File: config.mk
export PLATFORM = sky130hd
export DESIGN_NAME = pin_pulse_timer_table
export DESIGN_NICKNAME = d
export VERILOG_FILES = /design/src/rtl/pptt_pkg.sv /design/src/rtl/pptt_slot_ram.sv /design/src/rtl/pptt_ctrl.sv /design/src/rtl/pptt_out_stage.sv /design/src/rtl/pin_pulse_timer_table.sv
export SDC_FILE = /design/constraint.sdc
export NUM_CORES = 1
export LEC_CHECK = 0
export BUFFER_PORTS_ARGS = -buffer_cell sky130_fd_sc_hd__buf_2
export CAP_MARGIN = 10
export CORE_MARGIN = 8
export CORE_UTILIZATION = 61
export DETAILED_ROUTE_END_ITERATION = 8
export PLACE_DENSITY = 0.87
export SLEW_MARGIN = 25
export SYNTH_ARGS = -nofsm -noshare
export SYNTH_HDL_FRONTEND = slang
export SYNTH_HIERARCHICAL = 1
export SYNTH_SLANG_ARGS = --single-unit
File: constraint.sdc
create_clock -name clk -period 6.2 [get_ports clk]
set_input_delay 1.24 -clock clk [delete_from_list [all_inputs] [get_ports clk]]
set_output_delay 1.24 -clock clk [all_outputs]
set_load 0.05 [all_outputs]
File: src/rtl/pptt_pkg.sv
// Shared types, codes and constants of the pin pulse timer table.
package pptt_pkg;

    localparam int SLOTS_DEF = 8;
    localparam logic [31:0] DEFAULT_DURATION_RESET = 32'd1000;

    localparam logic [1:0] REQ_TICK      = 2'd0;
    localparam logic [1:0] REQ_START     = 2'd1;
    localparam logic [1:0] REQ_START_DEF = 2'd2;

    localparam logic [1:0] STATUS_OK   = 2'd0;
    localparam logic [1:0] STATUS_BUSY = 2'd1;
    localparam logic [1:0] STATUS_FULL = 2'd2;

    localparam logic KIND_REPLY   = 1'b0;
    localparam logic KIND_RELEASE = 1'b1;

    typedef enum logic [1:0] {
        ST_IDLE,
        ST_WALK,
        ST_FINISH
    } state_t;

    typedef struct packed {
        logic [31:0] remaining;
        logic        level;
        logic [7:0]  pin;
    } entry_t;

    typedef struct packed {
        logic       kind;
        logic [7:0] pin;
        logic       level;
        logic [1:0] status;
        logic       last;
    } res_t;

endpackage

File: src/rtl/pptt_slot_ram.sv
// Slot memory: pin, level and remaining count per slot, registered read.
module pptt_slot_ram
    import pptt_pkg::*;
#(
    parameter int SLOTS = SLOTS_DEF,
    parameter int IW    = (SLOTS > 1) ? $clog2(SLOTS) : 1
)
(
    input  logic          clk,
    input  logic          rd_en,
    input  logic [IW-1:0] rd_addr,
    output entry_t        rd_data,
    input  logic          wr_en,
    input  logic [IW-1:0] wr_addr,
    input  entry_t        wr_data
);

    entry_t mem [SLOTS];
    entry_t rd_data_reg;

    always_ff @(posedge clk)
    begin
        if (wr_en)
        begin
            mem[wr_addr] <= wr_data;
        end
    end

    // Hold the read word while the walk is stalled.
    always_ff @(posedge clk)
    begin
        if (rd_en)
        begin
            rd_data_reg <= mem[rd_addr];
        end
    end

    assign rd_data = rd_data_reg;

endmodule

File: src/rtl/pptt_ctrl.sv
// Sequencer: walks the slot memory per item, keeps active flags and default.
module pptt_ctrl
    import pptt_pkg::*;
#(
    parameter int SLOTS = SLOTS_DEF,
    parameter int IW    = (SLOTS > 1) ? $clog2(SLOTS) : 1
)
(
    input  logic          clk,
    input  logic          rst_n,
    input  logic          s_valid,
    output logic          s_ready,
    input  logic [1:0]    s_req,
    input  logic [7:0]    s_pin,
    input  logic          s_lvl,
    input  logic [31:0]   s_dur,
    input  logic          cfg_we,
    input  logic [31:0]   cfg_wdata,
    output logic          rd_en,
    output logic [IW-1:0] rd_addr,
    input  entry_t        rd_data,
    output logic          wr_en,
    output logic [IW-1:0] wr_addr,
    output entry_t        wr_data,
    input  logic          out_free,
    output logic          push,
    output res_t          push_res
);

    localparam int CW = $clog2(SLOTS + 1);

    state_t        state_reg, state_next;
    logic          is_tick_reg, is_tick_next;
    logic [7:0]    pin_reg, pin_next;
    logic          lvl_reg, lvl_next;
    logic [31:0]   dur_reg, dur_next;
    logic          busy_reg, busy_next;
    logic          free_found_reg, free_found_next;
    logic [IW-1:0] free_idx_reg, free_idx_next;
    logic [CW-1:0] iss_reg, iss_next;
    logic          proc_valid_reg, proc_valid_next;
    logic [IW-1:0] proc_idx_reg, proc_idx_next;
    logic [SLOTS-1:0] active_reg, active_next;
    logic          held_valid_reg, held_valid_next;
    res_t          held_reg, held_next;
    logic [31:0]   dflt_reg, dflt_next;

    logic proc_active, expire, new_res, adv, walk_done;
    logic iss_more, fin_push_needed, fin_done, start_ok;
    logic accept;
    res_t rel_res;

    assign proc_active     = active_reg[proc_idx_reg];
    assign expire          = (rd_data.remaining <= 32'd1);
    assign new_res         = (state_reg == ST_WALK) && proc_valid_reg && is_tick_reg
                             && proc_active && expire;
    // Stall the walk only when a second release meets a full output register.
    assign adv             = !(new_res && held_valid_reg && !out_free);
    assign walk_done       = (state_reg == ST_WALK) && proc_valid_reg && adv
                             && (proc_idx_reg == IW'(SLOTS - 1));
    assign iss_more        = (iss_reg != CW'(SLOTS));
    assign fin_push_needed = !is_tick_reg || held_valid_reg;
    assign fin_done        = !fin_push_needed || out_free;
    assign start_ok        = !busy_reg && free_found_reg;
    assign accept          = s_valid && (state_reg == ST_IDLE);

    always_comb
    begin
        rel_res        = '0;
        rel_res.kind   = KIND_RELEASE;
        rel_res.pin    = rd_data.pin;
        rel_res.level  = ~rd_data.level;
        rel_res.status = STATUS_OK;
        rel_res.last   = 1'b0;
    end

    // Next state.
    always_comb
    begin
        state_next = state_reg;
        case (state_reg)
            ST_IDLE:
            begin
                if (accept && (s_req == REQ_TICK || s_req == REQ_START
                               || s_req == REQ_START_DEF))
                begin
                    state_next = ST_WALK;
                end
            end
            ST_WALK:
            begin
                if (walk_done)
                begin
                    state_next = ST_FINISH;
                end
            end
            ST_FINISH:
            begin
                if (fin_done)
                begin
                    state_next = ST_IDLE;
                end
            end
            default:
            begin
                state_next = ST_IDLE;
            end
        endcase
    end

    // Outputs towards the memory and the output stage.
    always_comb
    begin
        s_ready  = (state_reg == ST_IDLE);
        rd_en    = 1'b0;
        rd_addr  = iss_reg[IW-1:0];
        wr_en    = 1'b0;
        wr_addr  = proc_idx_reg;
        wr_data  = rd_data;
        push     = 1'b0;
        push_res = held_reg;
        case (state_reg)
            ST_WALK:
            begin
                rd_en = adv && iss_more;
                if (proc_valid_reg && is_tick_reg && proc_active && !expire && adv)
                begin
                    wr_en             = 1'b1;
                    wr_data.remaining = rd_data.remaining - 32'd1;
                end
                if (new_res && held_valid_reg && adv)
                begin
                    push          = 1'b1;
                    push_res.last = 1'b0;
                end
            end
            ST_FINISH:
            begin
                if (fin_push_needed && out_free)
                begin
                    push = 1'b1;
                    if (is_tick_reg)
                    begin
                        push_res.last = 1'b1;
                    end
                    else
                    begin
                        push_res.kind  = KIND_REPLY;
                        push_res.pin   = pin_reg;
                        push_res.last  = 1'b1;
                        push_res.level = start_ok ? lvl_reg : 1'b0;
                        if (busy_reg)
                        begin
                            push_res.status = STATUS_BUSY;
                        end
                        else if (!free_found_reg)
                        begin
                            push_res.status = STATUS_FULL;
                        end
                        else
                        begin
                            push_res.status = STATUS_OK;
                        end
                        if (start_ok)
                        begin
                            wr_en   = 1'b1;
                            wr_addr = free_idx_reg;
                            wr_data.pin       = pin_reg;
                            wr_data.level     = lvl_reg;
                            wr_data.remaining = dur_reg;
                        end
                    end
                end
            end
            default:
            begin
            end
        endcase
    end

    // Datapath next values.
    always_comb
    begin
        is_tick_next    = is_tick_reg;
        pin_next        = pin_reg;
        lvl_next        = lvl_reg;
        dur_next        = dur_reg;
        busy_next       = busy_reg;
        free_found_next = free_found_reg;
        free_idx_next   = free_idx_reg;
        iss_next        = iss_reg;
        proc_valid_next = proc_valid_reg;
        proc_idx_next   = proc_idx_reg;
        active_next     = active_reg;
        held_valid_next = held_valid_reg;
        held_next       = held_reg;
        dflt_next       = cfg_we ? cfg_wdata : dflt_reg;
        case (state_reg)
            ST_IDLE:
            begin
                if (accept)
                begin
                    is_tick_next    = (s_req == REQ_TICK);
                    pin_next        = s_pin;
                    lvl_next        = s_lvl;
                    dur_next        = (s_req == REQ_START_DEF) ? dflt_reg : s_dur;
                    busy_next       = 1'b0;
                    free_found_next = 1'b0;
                    iss_next        = '0;
                    proc_valid_next = 1'b0;
                end
            end
            ST_WALK:
            begin
                if (adv)
                begin
                    if (iss_more)
                    begin
                        iss_next        = iss_reg + CW'(1);
                        proc_valid_next = 1'b1;
                        proc_idx_next   = iss_reg[IW-1:0];
                    end
                    else
                    begin
                        proc_valid_next = 1'b0;
                    end
                    if (proc_valid_reg)
                    begin
                        if (is_tick_reg)
                        begin
                            if (new_res)
                            begin
                                active_next[proc_idx_reg] = 1'b0;
                                held_valid_next           = 1'b1;
                                held_next                 = rel_res;
                            end
                        end
                        else if (proc_active)
                        begin
                            if (rd_data.pin == pin_reg)
                            begin
                                busy_next = 1'b1;
                            end
                        end
                        else if (!free_found_reg)
                        begin
                            free_found_next = 1'b1;
                            free_idx_next   = proc_idx_reg;
                        end
                    end
                end
            end
            ST_FINISH:
            begin
                if (fin_done)
                begin
                    held_valid_next = 1'b0;
                    if (!is_tick_reg && start_ok)
                    begin
                        active_next[free_idx_reg] = 1'b1;
                    end
                end
            end
            default:
            begin
            end
        endcase
    end

    always_ff @(posedge clk or negedge rst_n)
    begin
        if (!rst_n)
        begin
            state_reg      <= ST_IDLE;
            iss_reg        <= '0;
            proc_valid_reg <= 1'b0;
            active_reg     <= '0;
            held_valid_reg <= 1'b0;
            dflt_reg       <= DEFAULT_DURATION_RESET;
        end
        else
        begin
            state_reg      <= state_next;
            iss_reg        <= iss_next;
            proc_valid_reg <= proc_valid_next;
            active_reg     <= active_next;
            held_valid_reg <= held_valid_next;
            dflt_reg       <= dflt_next;
        end
    end

    always_ff @(posedge clk)
    begin
        is_tick_reg    <= is_tick_next;
        pin_reg        <= pin_next;
        lvl_reg        <= lvl_next;
        dur_reg        <= dur_next;
        busy_reg       <= busy_next;
        free_found_reg <= free_found_next;
        free_idx_reg   <= free_idx_next;
        proc_idx_reg   <= proc_idx_next;
        held_reg       <= held_next;
    end

endmodule

File: src/rtl/pptt_out_stage.sv
// Output register: holds one result word until the master side takes it.
module pptt_out_stage
    import pptt_pkg::*;
(
    input  logic        clk,
    input  logic        rst_n,
    input  logic        push,
    input  res_t        push_res,
    output logic        free,
    output logic        m_tvalid,
    input  logic        m_tready,
    output logic [15:0] m_tdata,
    output logic [0:0]  m_tuser,
    output logic        m_tlast
);

    logic out_valid_reg, out_valid_next;
    res_t out_res_reg;

    assign free = !out_valid_reg || m_tready;

    always_comb
    begin
        if (push)
        begin
            out_valid_next = 1'b1;
        end
        else if (m_tready)
        begin
            out_valid_next = 1'b0;
        end
        else
        begin
            out_valid_next = out_valid_reg;
        end
    end

    always_ff @(posedge clk or negedge rst_n)
    begin
        if (!rst_n)
        begin
            out_valid_reg <= 1'b0;
        end
        else
        begin
            out_valid_reg <= out_valid_next;
        end
    end

    always_ff @(posedge clk)
    begin
        if (push)
        begin
            out_res_reg <= push_res;
        end
    end

    assign m_tvalid = out_valid_reg;
    assign m_tdata  = {5'd0, out_res_reg.status, out_res_reg.level, out_res_reg.pin};
    assign m_tuser  = out_res_reg.kind;
    assign m_tlast  = out_res_reg.last;

endmodule

File: src/rtl/pin_pulse_timer_table.sv
// Top level of the pin pulse timer table: slot memory, sequencer, output register.
//
//   channel | direction | tdata (low bit up)                  | tuser     | tlast
//   s_*     | in        | pin[7:0] level[8] duration[40:9]    | req_type  | -
//   m_*     | out       | out_pin[7:0] out_level[8] status[10:9] | kind   | last
//   cfg_*   | in        | cfg_wdata = default_duration, written when cfg_we
//
// A tick or a start is taken only in the idle state; the block then issues the
// first read, walks the slot memory one entry per cycle through its single read
// port unless a release stall holds the walk, finishes, and returns to idle to
// take the next word. A request code of 3 is taken and dropped.
// Reset clears the active flags at once; no clearing pass over the memory.
// A stalled master side halts the walk only when a second release is due
// while the output register still holds an untaken word; the finishing cycle
// waits, when a final word is due, until the output register can take it.
module pin_pulse_timer_table
    import pptt_pkg::*;
#(
    parameter int SLOTS = SLOTS_DEF
)
(
    input  logic        clk,
    input  logic        rst_n,
    input  logic        s_tvalid,
    output logic        s_tready,
    input  logic [47:0] s_tdata,   // pin[7:0], level[8], duration[40:9], zero fill
    input  logic [1:0]  s_tuser,   // req_type[1:0]
    output logic        m_tvalid,
    input  logic        m_tready,
    output logic [15:0] m_tdata,   // out_pin[7:0], out_level[8], status[10:9], zero fill
    output logic [0:0]  m_tuser,   // kind[0]
    output logic        m_tlast,
    input  logic        cfg_we,
    input  logic [31:0] cfg_wdata
);

    localparam int IW = (SLOTS > 1) ? $clog2(SLOTS) : 1;

    logic          rd_en;
    logic [IW-1:0] rd_addr;
    entry_t        rd_data;
    logic          wr_en;
    logic [IW-1:0] wr_addr;
    entry_t        wr_data;
    logic          out_free;
    logic          push;
    res_t          push_res;

    // Hold per-slot pin, level and remaining count.
    pptt_slot_ram #(
        .SLOTS (SLOTS),
        .IW    (IW)
    ) u_ram (
        .clk     (clk),
        .rd_en   (rd_en),
        .rd_addr (rd_addr),
        .rd_data (rd_data),
        .wr_en   (wr_en),
        .wr_addr (wr_addr),
        .wr_data (wr_data)
    );

    // Walk the slots for each word: count down on a tick, check and store on a start.
    pptt_ctrl #(
        .SLOTS (SLOTS),
        .IW    (IW)
    ) u_ctrl (
        .clk       (clk),
        .rst_n     (rst_n),
        .s_valid   (s_tvalid),
        .s_ready   (s_tready),
        .s_req     (s_tuser),
        .s_pin     (s_tdata[7:0]),
        .s_lvl     (s_tdata[8]),
        .s_dur     (s_tdata[40:9]),
        .cfg_we    (cfg_we),
        .cfg_wdata (cfg_wdata),
        .rd_en     (rd_en),
        .rd_addr   (rd_addr),
        .rd_data   (rd_data),
        .wr_en     (wr_en),
        .wr_addr   (wr_addr),
        .wr_data   (wr_data),
        .out_free  (out_free),
        .push      (push),
        .push_res  (push_res)
    );

    // Present result words on the master side.
    pptt_out_stage u_out (
        .clk      (clk),
        .rst_n    (rst_n),
        .push     (push),
        .push_res (push_res),
        .free     (out_free),
        .m_tvalid (m_tvalid),
        .m_tready (m_tready),
        .m_tdata  (m_tdata),
        .m_tuser  (m_tuser),
        .m_tlast  (m_tlast)
    );

endmodule

==> results of run 1 <==
## metal layers
| metal | up-vias | GRT usage, % | share of wire, % |
|---|---|---|---|
| met5 | - | 0 | 0 |
| met4 | 0 | 7.546 | 3.7 |
| met3 | 172 | 4.809 | 10 |
| met2 | 792 | 37.84 | 49 |
| met1 | 5769 | 28.87 | 37 |
| li1 | 4890 | - | - |
## critical path, cell delays in order, from the launching register on
cell and delay, ns:
edfxtp_1 0.57, nand2b_1 0.27, o22a_1 0.35, a21o_1 0.31, nor2_1 0.35, nand2_1 0.14, a21oi_1 0.25, nand2b_1 0.28
nor2_4 0.63, buf_4 0.52
## layout make-up
type                    instances  area, um^2  area share (%)
clock inverters                18       168.9          0.7249
repair buffers                116       673.1           2.889
multi-input cells             571        5946           25.52
well taps                     448       560.5           2.406
flip-flops and latches        490       14480           62.15
clock buffers                  71        1410           6.052
inverters                      16       60.06          0.2577
## through the flow
step / setup WS, ns / total power, uW / area [um^2] / utilization (%) / cells
floorplan: 0.3825 / 6810 / 20720 / - / 1136
global placement: 1.723 / 7430 / 21690 / 64.85 / 1640
detailed placement: 1.635 / 7624 / 21710 / 64.91 / 1641
CTS: 2.178 / 10520 / 23290 / 69.63 / 1730
global route: 1.967 / 10910 / 23300 / 69.66 / 1730
finish: 2.163 / 10550 / 23300 / 69.66 / 1730
## synth_stat cells, drive strengths merged (3+ instances only)
library cell,count
edfxtp,441
nor2,38
nand2b,16
or4,7
mux2,129
clkbuf,25
inv,15
o211ai,13
or3,7
dfrtp,43
buf,34
o311ai,17
mux4,82
nand2,53
o311a,3
dfstp,6
xor2,8
o31ai,6
or2,6
and3,3
nand3,20
a32oi,4
mux2i,8
a211o,3
a21oi,12
a31oi,7
nor3,23
ha,7
nand4,15
nor3b,4
a22oi,8
o21ai,27
nor2b,4
a21o,4
nor4,9
## how the worst max path moves through the flow
stage	start	end	slack [ns]	depth (start not counted)
after floorplan	m_tready	u_ram/mem[0][0]	0.38	6
after global placement	m_tready	u_ram/mem[1][32]	1.72	7
after detailed placement	m_tready	u_ram/mem[1][32]	1.63	7
after CTS	m_tready	u_ram/mem[1][18]	2.18	7
after global routing	u_ctrl/proc_idx_reg[2]	u_ram/mem[1][19]	1.97	9
final	u_ctrl/proc_idx_reg[2]	u_ram/mem[1][25]	2.16	9
## power groups by stage
stage | clock, uW | combinational (uW) | sequential, uW
after floorplan | 0 | 1980 | 4830
after global placement | 0 | 2450 | 4980
after detailed placement | 0 | 2620 | 5000
after CTS | 2900 | 2670 | 4950
after global routing | 3020 | 2890 | 5000
final | 2860 | 2730 | 4960
## cells by family after synthesis
logic type                 Yosys count  share of synthesized area, %
other                                1                       0.01811
AOI/OAI and AO/OA                  124                         4.394
adders and majority gates            7                        0.4230
xor gates and xnor gates             9                        0.3808
muxes                              219                         17.79
DFF                                490                         69.92
and+or+nand+nor                    207                         5.179
buffers and inverters               75                         1.892
==> summary.txt, run 1 <==
Timing
  – Worst slew pin tran: 1.047 ns
  – Max frequency: 247.7 MHz
  – Final hold slack: 0.4970 ns
  – Fin crit share: 65.12%
  – Final Critical Period: 4.037 ns
  – Max-slew violation count: 0
  – Max-slew headroom: 29.07%
  – Final Setup Violations: 0
  – Hold violation count in the final report: 0
  – RSZ-0062 raised after global routing: false
  – Setup TNS: 0 ns
  – Setup Skew: 0.02582 ns

Logic synthesis
  – Post-synth EDFFs: 441
  – Yosys top cell area share: 63.96%
  – Post-synthesis cell type count: 72
  – Synth Area per Inst: 18.29 um^2
  – Top FF cell, synth: edfxtp_1
  – Yosys warns: 6
  – Yosys top cell by area: edfxtp_1
  – Largest cells by area after synthesis: edfxtp_1 (64%), mux4_1 (10%), mux2_2 (7.0%), dfrtp_1 (5.2%), nand2_1 (0.96%)
  – Synthesized cell area: 20700 um^2
  – Register area share after synthesis: 69.92%
  – Cell count after synthesis: 1132
  – Share of synthesized registers carrying an async set or reset: 10.00%
  – Post-synthesis register bit count: 490

Power and ir drop
  – Net switching power figure: 3270 uW
  – Clock Power Share: 27.1%
  – Comb pwr share: 25.9%
  – Cell leakage power: 0.007875 uW
  – Seq pwr share: 47.0%
  – PwrDens: 452.8 nW/um^2
  – Worst VDD drop: 0.2419 mV
  – Switching Fraction: 30.99%
  – P_int: 7282 uW

Final layout
  – Layout cell share with drive strength beyond 1: 28.24%
  – Commonest non-fill, non-tap cell in the layout: edfxtp_1
  – Antenna cell count: 0
  – Area growth syn-to-layout: 12.55%
  – Most frequent cells in the layout: edfxtp_1 (441), mux2_2 (128), buf_2 (94), mux4_1 (80), nand2_1 (53)
  – Fin nets: 1338
  – Max reg flops: 328
  – Fillcell total: 1948

Clock network
  – Hold-fix buffers at CTS: 0
  – CTS Buf Count: 49
  – Post-CTS setup buffers: 0
  – Post-CTS sizing: 0
  – Clk slew on worst S/H paths: 0.06 ns
  – TritonCTS clock tree: yes
  – Clk_lat worst skew: 0.55 ns
  – Root buffer cell: clkbuf_16
  – H-tree depth: 2
  – Clock tree sinks: 490
  – Clock Path Buffers: 3

Placed design
  – Final HPWL DP: 27410 um
  – GPL Wtd Cong: 0.9506
  – Buffers on Ports: 94

Hold path
  – Hold path depth: 0
  – Worst Hold Class: reg -> reg
  – Hold Path End: u_ctrl/held_reg[4]
  – Hold wc startpoint: u_ram/rd_data[0]

Worst setup path
  – Reg2reg start: u_ctrl/proc_idx_reg[2]
  – CP Capture Type: flip-flop
  – Crit Path Class: reg -> reg
  – CP Launch Type: flip-flop
  – Crit-path max FO: 25
  – Critical Path AT: 4.22 ns
  – FF-to-FF End: u_ram/mem[1][25]
  – Reg-to-reg slack, setup: 2.16 ns
  – WP data required: 6.39 ns
  – Cells on worst reg2reg path: 9

Global route
  – Tot GR Track Use: 22.47%
  – First-pass GRT wire length: 70240 um
  – Initial antenna violation count: 0
  – Largest net degree at the start of global routing: 54
  – Number of global-route vias before repair: 12.06k
  – GR Overflow Total: 0

Drt
  – Vias per cell: 6.718
  – Drt wl/cell: 26.93 um
  – First-pass DRT Iterations: 7
  – DRC violations left: 0
  – Total wire length: 46590 um
  – Iteration-0 DRC count of the detailed router: 1495
  – Via count: 11.62k
  – Final ANT Viol Nets: 0

Die
  – Chip width: 200.2 um
  – Die ar.: 40090 um^2
  – Die Y: 200.2 um
  – I/O pins: 107
  – FP Rows: 67
  – Core area: 33450 um^2
  – Initial Util: 61.90%

Outcome
  – Status: finished clean

Run
  – # Max-Cap Violations: 0
Note: power is estimated with default switching activity, not from simulation.
==> inputs of run 2 (changes only) <==
CORE_UTILIZATION = 55   (was 61)
PLACE_DENSITY = 0.84   (was 0.87)
clock period = 3.41 ns   (was 6.2 ns; I/O delays follow)
==> run 2 against run 1 <==
Net effect: global-route usage down 1.8 points; combinational power increased by 93%; wire length down 0.61%; register-to-register slack worse by 2.1 ns; via count is essentially flat; count of clock-buffer cells in the layout fell by 12; cell area increased by 2.3%; sequential power grew 79%; critical path depth grew 1; clock skew grew 0.0033 ns; die area up 10%; highest routed layer unchanged.
==> summary.txt, run 2 (synthesis gave the netlist of run 1 again) <==
Placed design
  – GPL Wtd Cong: 0.9229 (was 0.9506)
  – Final HPWL DP: 28340 um (was 27410 um)
  – Buffers on Ports: 94 (unchanged)

Clock network
  – Root buffer cell: clkbuf_16 (unchanged)
  – TritonCTS clock tree: yes (unchanged)
  – CTS Buf Count: 48 (was 49)
  – Clk_lat worst skew: 0.58 ns (was 0.55 ns)
  – H-tree depth: 2 (unchanged)
  – Clock Path Buffers: 3 (unchanged)
  – Clk slew on worst S/H paths: 0.06 ns (about the same)
  – Clock tree sinks: 490 (unchanged)

Timing
  – Hold violation count in the final report: 0 (unchanged)
  – Setup Skew: 0.02914 ns (was 0.02582 ns)
  – Worst slew pin tran: 0.9837 ns (was 1.047 ns)
  – Max-slew headroom: 34.42% (was 29.07%)
  – Final Setup Violations: 0 (unchanged)
  – Max-slew violation count: 0 (unchanged)
  – Setup TNS: 0 ns (unchanged)
  – Final Critical Period: 3.339 ns (was 4.037 ns)
  – Max frequency: 299.5 MHz (was 247.7 MHz)
  – Fin crit share: 97.90% (was 65.12%)
  – Final hold slack: 0.1127 ns (was 0.4970 ns)

Global route
  – GR Overflow Total: 0 (unchanged)
  – Number of global-route vias before repair: 11.80k (was 12.06k)
  – First-pass GRT wire length: 70090 um (was 70240 um)
  – Initial antenna violation count: 0 (unchanged)
  – Largest net degree at the start of global routing: 87 (was 54)
  – Tot GR Track Use: 20.70% (was 22.47%)

Run
  – # Max-Cap Violations: 0 (unchanged)

Final layout
  – Commonest non-fill, non-tap cell in the layout: edfxtp_1 (unchanged)
  – Flip-flop and latch area: 14480 um^2 (unchanged)
  – Area growth syn-to-layout: 15.16% (was 12.55%)
  – Multi-input combinational cell area: 5953 um^2 (was 5946 um^2)
  – Most frequent cells in the layout: edfxtp_1 (441), mux2_2 (128), buf_2 (93), mux4_1 (80) (was edfxtp_1 (441), mux2_2 (128), buf_2 (94), mux4_1 (80), nand2_1 (53))
  – Antenna cell count: 0 (unchanged)
  – Fin nets: 1382 (was 1338)
  – Layout cell share with drive strength beyond 1: 31.16% (was 28.24%)
  – Max reg flops: 328 (unchanged)
  – Fillcell total: 2468 (was 1948)

Drt
  – Total wire length: 46310 um (was 46590 um)
  – Via count: 11.61k (was 11.62k)
  – Final ANT Viol Nets: 0 (unchanged)
  – First-pass DRT Iterations: 6 (was 7)
  – DRC violations left: 0 (unchanged)
  – Drt wl/cell: 25.26 um (was 26.93 um)
  – Iteration-0 DRC count of the detailed router: 1399 (was 1495)
  – Vias per cell: 6.335 (was 6.718)

Die
  – I/O pins: 107 (unchanged)
  – FP Rows: 71 (was 67)
  – Die Y: 210.0 um (was 200.2 um)
  – Die ar.: 44110 um^2 (was 40090 um^2)
  – Core area: 37400 um^2 (was 33450 um^2)
  – Initial Util: 55.36% (was 61.90%)
  – Chip width: 210.0 um (was 200.2 um)

Power and ir drop
  – PwrDens: 816.8 nW/um^2 (was 452.8 nW/um^2)
  – Design Power: 19470 uW (was 10550 uW)
  – Cell leakage power: 0.008152 uW (was 0.007875 uW)
  – Worst VDD drop: 0.4585 mV (was 0.2419 mV)

Worst setup path
  – Crit Path Class: reg -> reg (unchanged)
  – CP Capture Type: flip-flop (unchanged)
  – FF-to-FF End: u_ram/mem[4][25] (was u_ram/mem[1][25])
  – Cells on worst reg2reg path: 10 (was 9)
  – Reg2reg start: u_ctrl/proc_idx_reg[1] (was u_ctrl/proc_idx_reg[2])
  – CP Launch Type: flip-flop (unchanged)
  – Reg-to-reg slack, setup: 0.07 ns (was 2.16 ns)
  – Critical Path AT: 3.54 ns (was 4.22 ns)
  – Crit-path max FO: 25 (unchanged)
  – WP data required: 3.61 ns (was 6.39 ns)
  – Slowest-stage cell, CP: edfxtp_1 (was nor2_4)
  – Critical Path Max Stage Delay: 0.57 ns (was 0.63 ns)
  – CP Cell Sequence: mux2i_1 > o22a_1 > a21o_1 > nor2_1 > nand2_1 > a21oi_1 > nand2_1 > buf_4 > nor3_4 > buf_4 (was nand2b_1 > o22a_1 > a21o_1 > nor2_1 > nand2_1 > a21oi_1 > nand2b_1 > nor2_4 > buf_4)

Outcome
  – Status: finished clean (unchanged)

Hold path
  – Worst Hold Class: in -> async (was reg -> reg)
-- run 2: cell types whose count changed in the layout (fill, tap and decap cells not counted), moves of 3 or more --
cell       change
clkinv_1       -4
clkinv_2       +8
buf_12         +9
clkbuf_8       -6
bufinv_16      +3
buf_4         +34
clkbuf_1       -6
-- run 2: layer usage --
layer / part of all wire, % / vias up / track usage [%]
li1: - / 4970 / -
met3: 9.0 / 93 / 4.886
met2: 49 / 656 / 34.17
met5: 0 / - / 0
met1: 39 / 5893 / 27.25
met4: 2.5 / 0 / 6.391
-- run 2: power by group --
part | leakage (uW) | switching, uW | internal, uW
registers | 0.00460 | 560 | 8330
clock network | 0.000781 | 2210 | 3100
logic | 0.00277 | 3210 | 2070
total | 0.00815 | 5980 | 13500
-- run 2: worst max path at each step --
stage	start	to	slack (ns)	depth (start not counted)
5_1_grt	u_ctrl/proc_idx_reg[2]	u_ram/mem[4][25]	-0.03	10
4_1_cts	u_ram/rd_data[35]	u_ram/mem[0][13]	0.10	6
3_3_place_gp	u_ctrl/proc_idx_reg[1]	u_ram/mem[5][25]	0.22	9
2_1_floorplan	m_tready	u_ram/mem[4][0]	-0.61	6
3_5_place_dp	u_ctrl/proc_idx_reg[1]	u_ram/mem[5][25]	0.13	9
6_report	u_ctrl/proc_idx_reg[1]	u_ram/mem[4][25]	0.07	10
-- run 2: cell type report --
type	count	share of cell area [%]
Multi-Input combinational cell	571	24.97
Clock inverter	25	1.165
Inverter	16	0.2519
Tap cell	511	2.682
Timing Repair Buffer	161	4.718
Sequential cell	490	60.74
Clock buffer	59	5.473
-- run 2: repair_timing --
item,CTS,global route
setup endpoints to repair,0,78
gates resized for setup,0,0
endpoints found under the hold margin,0,0
setup buffers,0,10
hold buffers,0,0
-- run 2: worst max-delay path, delay by kind of cell (launching register included) --
family	cells	cell delay, ns
AO/OA/AOI/OAI	3	0.87
buffers and inverters	2	0.63
AND/OR/NAND/NOR	4	0.66
flip-flops	1	0.57
multiplexers	1	0.21
-- run 2: per-stage QoR --
step | utilization (%) | cells | setup slack [ns] | cell area (um^2)
after floorplan | - | 1136 | -0.6113 | 20780
after global placement | 59.21 | 1737 | 0.2178 | 22140
after detailed placement | 59.22 | 1737 | 0.1343 | 22150
after CTS | 63.45 | 1821 | 0.1001 | 23730
after global routing | 63.75 | 1833 | -0.02504 | 23840
final | 63.75 | 1833 | 0.07144 | 23840
==> inputs of run 3 (changes only) <==
CELL_PAD_IN_SITES_DETAIL_PLACEMENT = 0   (was not set)
CELL_PAD_IN_SITES_GLOBAL_PLACEMENT = 2   (was not set)
CORE_UTILIZATION = 42   (was 55)
PLACE_DENSITY = 0.83   (was 0.84)
==> run 3 against run 2 <==
Net effect: largest cell class unchanged; largest power group unchanged; sequential share of layout area decreased by 0.39 points; via count decreased by 3.6%; sequential cell count unchanged; sequential power increased by 1%; die area increased by 28%; critical path depth decreased by 2.
==> summary.txt, run 3 (synthesis gave the netlist of run 1 again) <==
Outcome
  – Status: finished clean (unchanged)

Drt
  – DRC violations left: 0 (unchanged)
  – Iteration-0 DRC count of the detailed router: 949 (was 1399)
  – Total wire length: 47850 um (was 46310 um)
  – Highest Signal Layer: met4 (unchanged)
  – Routed length on met3: 2721 um (was 4176 um)
  – First-pass DRT Iterations: 5 (was 6)
  – Drt wl/cell: 23.95 um (was 25.26 um)
  – Via count: 11.19k (was 11.61k)
  – Vias per cell: 5.602 (was 6.335)
  – Final ANT Viol Nets: 0 (unchanged)
  – Met1 WL: 21140 um (was 18280 um)
  – DR WL met2: 22380 um (was 22690 um)

Final layout
  – Most frequent cells in the layout: edfxtp_1 (441), mux2_2 (128), buf_2 (94), mux4_1 (80), buf_4 (65) (was edfxtp_1 (441), mux2_2 (128), buf_2 (93), mux4_1 (80))
  – Commonest non-fill, non-tap cell in the layout: edfxtp_1 (unchanged)
  – Layout cell share with drive strength beyond 1: 31.26% (was 31.16%)
  – Fin nets: 1392 (was 1382)
  – Antenna cell count: 0 (unchanged)
  – Fin util: 49.12% (was 63.75%)
  – Area growth syn-to-layout: 15.91% (was 15.16%)
  – Max reg flops: 328 (unchanged)
  – Fillcell total: 4056 (was 2468)

Die
  – I/O pins: 107 (unchanged)
  – FP Rows: 81 (was 71)
  – Core area: 48850 um^2 (was 37400 um^2)
  – Die Y: 238.0 um (was 210.0 um)
  – Initial Util: 42.38% (was 55.36%)
  – Die ar.: 56660 um^2 (was 44110 um^2)
  – Chip width: 238.0 um (was 210.0 um)

Timing
  – Final Setup Violations: 0 (unchanged)
  – Final worst setup slack: 0.1371 ns (was 0.07144 ns)
  – Max-slew headroom: 33.02% (was 34.42%)
  – Setup Skew: 0.01625 ns (was 0.02914 ns)
  – RSZ-0062 raised after global routing: false
  – Worst slew pin tran: 0.9941 ns (was 0.9837 ns)
  – Setup TNS: 0 ns (unchanged)
  – Hold violation count in the final report: 0 (unchanged)
  – Final Critical Period: 3.273 ns (was 3.339 ns)
  – Fin crit share: 95.98% (was 97.90%)
  – Max-slew violation count: 0 (unchanged)
  – Max frequency: 305.5 MHz (was 299.5 MHz)
  – Final hold slack: 0.02827 ns (was 0.1127 ns)

Worst setup path
  – Critical Path AT: 3.71 ns (was 3.54 ns)
  – Critical path origin: u_ram/rd_data[9] (was u_ctrl/proc_idx_reg[1])
  – Reg-to-reg slack, setup: 0.14 ns (was 0.07 ns)
  – Critical Path Max Stage Delay: 0.72 ns (was 0.57 ns)
  – CP Capture Type: flip-flop (unchanged)
  – CP Launch Type: flip-flop (unchanged)
  – Slowest-stage cell, CP: o311ai_0 (was edfxtp_1)
  – Cell family with most CP delay: compound AO/OA/AOI/OAI gates (unchanged)
  – Reg2reg start: u_ram/rd_data[9] (was u_ctrl/proc_idx_reg[1])
  – WP data required: 3.84 ns (was 3.61 ns)
  – Buf/Inv on CP: 2 (unchanged)
  – WP depth: 8 (was 10)
  – CP endpoint: u_ram/mem[7][35] (was u_ram/mem[4][25])
  – CP Cell Sequence: inv_1 > ha_1 > nor2_1 > nor4_1 > a31oi_1 > nand4_1 > o311ai_0 > buf_4 (was mux2i_1 > o22a_1 > a21o_1 > nor2_1 > nand2_1 > a21oi_1 > nand2_1 > buf_4 > nor3_4 > buf_4)
  – Cells on worst reg2reg path: 8 (was 10)
  – FF-to-FF End: u_ram/mem[7][35] (was u_ram/mem[4][25])
  – Crit-path max FO: 8 (was 25)
  – Crit Path Class: reg -> reg (unchanged)

Global route
  – First-pass GRT wire length: 71730 um (was 70090 um)
  – Tot GR Track Use: 16.78% (was 20.70%)
  – Number of global-route vias before repair: 11.47k (was 11.80k)
  – GR Overflow Total: 0 (unchanged)
  – Initial antenna violation count: 0 (unchanged)
  – Largest net degree at the start of global routing: 43 (was 87)

Power and ir drop
  – Switching Fraction: 31.09% (was 30.68%)
  – PwrDens: 801.5 nW/um^2 (was 816.8 nW/um^2)
  – Worst VDD drop: 0.5242 mV (was 0.4585 mV)
  – Net switching power figure: 5979 uW (was 5975 uW)
  – Clock Power Share: 25.7% (was 27.3%)
  – Seq pwr share: 46.8% (was 45.6%)
  – P_int: 13260 uW (was 13500 uW)
  – Comb pwr share: 27.5% (was 27.1%)
  – Cell leakage power: 0.008127 uW (was 0.008152 uW)

Clock network
  – Clock tree sinks: 490 (unchanged)
  – H-tree depth: 2 (unchanged)
  – Hold-fix buffers at CTS: 0 (unchanged)
  – Clk_lat worst skew: 0.59 ns (was 0.58 ns)
  – Post-CTS sizing: 0 (unchanged)
  – Clock Path Buffers: 3 (unchanged)
  – Post-CTS setup buffers: 0 (unchanged)
  – Root buffer cell: clkbuf_16 (unchanged)
  – TritonCTS clock tree: yes (unchanged)
  – CTS Buf Count: 48 (unchanged)
  – Clk slew on worst S/H paths: 0.07 ns (was 0.06 ns)

Placed design
  – Final HPWL DP: 30320 um (was 28340 um)
  – Post-place setup slack: 0.1609 ns (was 0.1343 ns)
  – GPL Wtd Cong: 0.8821 (was 0.9229)
  – Buffers on Ports: 94 (unchanged)

Run
  – # Max-Cap Violations: 0 (unchanged)

Hold path
  – Worst Hold Class: in -> async (unchanged)
==> run 3: cell type report <==
class                      instances  area [um^2]  area share (%)
multi-input combinational        571         5969           24.88
clock buffer                      60         1287           5.365
sequential                       490        14480           60.35
tap                              664        830.8           3.462
timing repair buffer             171         1199           4.995
clock inverter                    26        167.7          0.6987
inverter                          16        60.06          0.2503
==> run 3: worst min-delay path by stage <==
stage / to / slack, ns / cells past startpoint
detailed placement: u_ctrl/held_reg[6] / 0.48 / 0
floorplan: u_ctrl/active_reg[0] / 0.39 / 0
global placement: u_ctrl/held_reg[9] / 0.47 / 0
finish: u_ctrl/dflt_reg[29] / 0.03 / 1
CTS: u_ctrl/dflt_reg[29] / 0.01 / 1
global route: u_ctrl/dflt_reg[24] / 0.04 / 1
==> run 3: stage by stage <==
step / area [um^2] / power (uW) / cells
2_1_floorplan: 20780 / 12400 / 1136
3_3_place_gp: 22530 / 14200 / 1912
3_5_place_dp: 22530 / 14380 / 1912
4_1_cts: 23990 / 19350 / 1998
5_1_grt: 24000 / 20090 / 1998
6_report: 24000 / 19230 / 1998
==> run 3: power by group through the flow <==
stage | sequential, uW | clock [uW] | combinational (uW)
3_5_place_dp | 9120 | 0 | 5260
2_1_floorplan | 8760 | 0 | 3640
4_1_cts | 9000 | 5050 | 5300
3_3_place_gp | 9110 | 0 | 5090
6_report | 9000 | 4940 | 5300
5_1_grt | 9090 | 5270 | 5730
==> run 3: layer usage <==
layer	GRT usage (%)	vias up
li1	-	5001
met3	3.553	81
met4	6.085	0
met5	0	-
met1	22.97	5771
met2	26.42	340
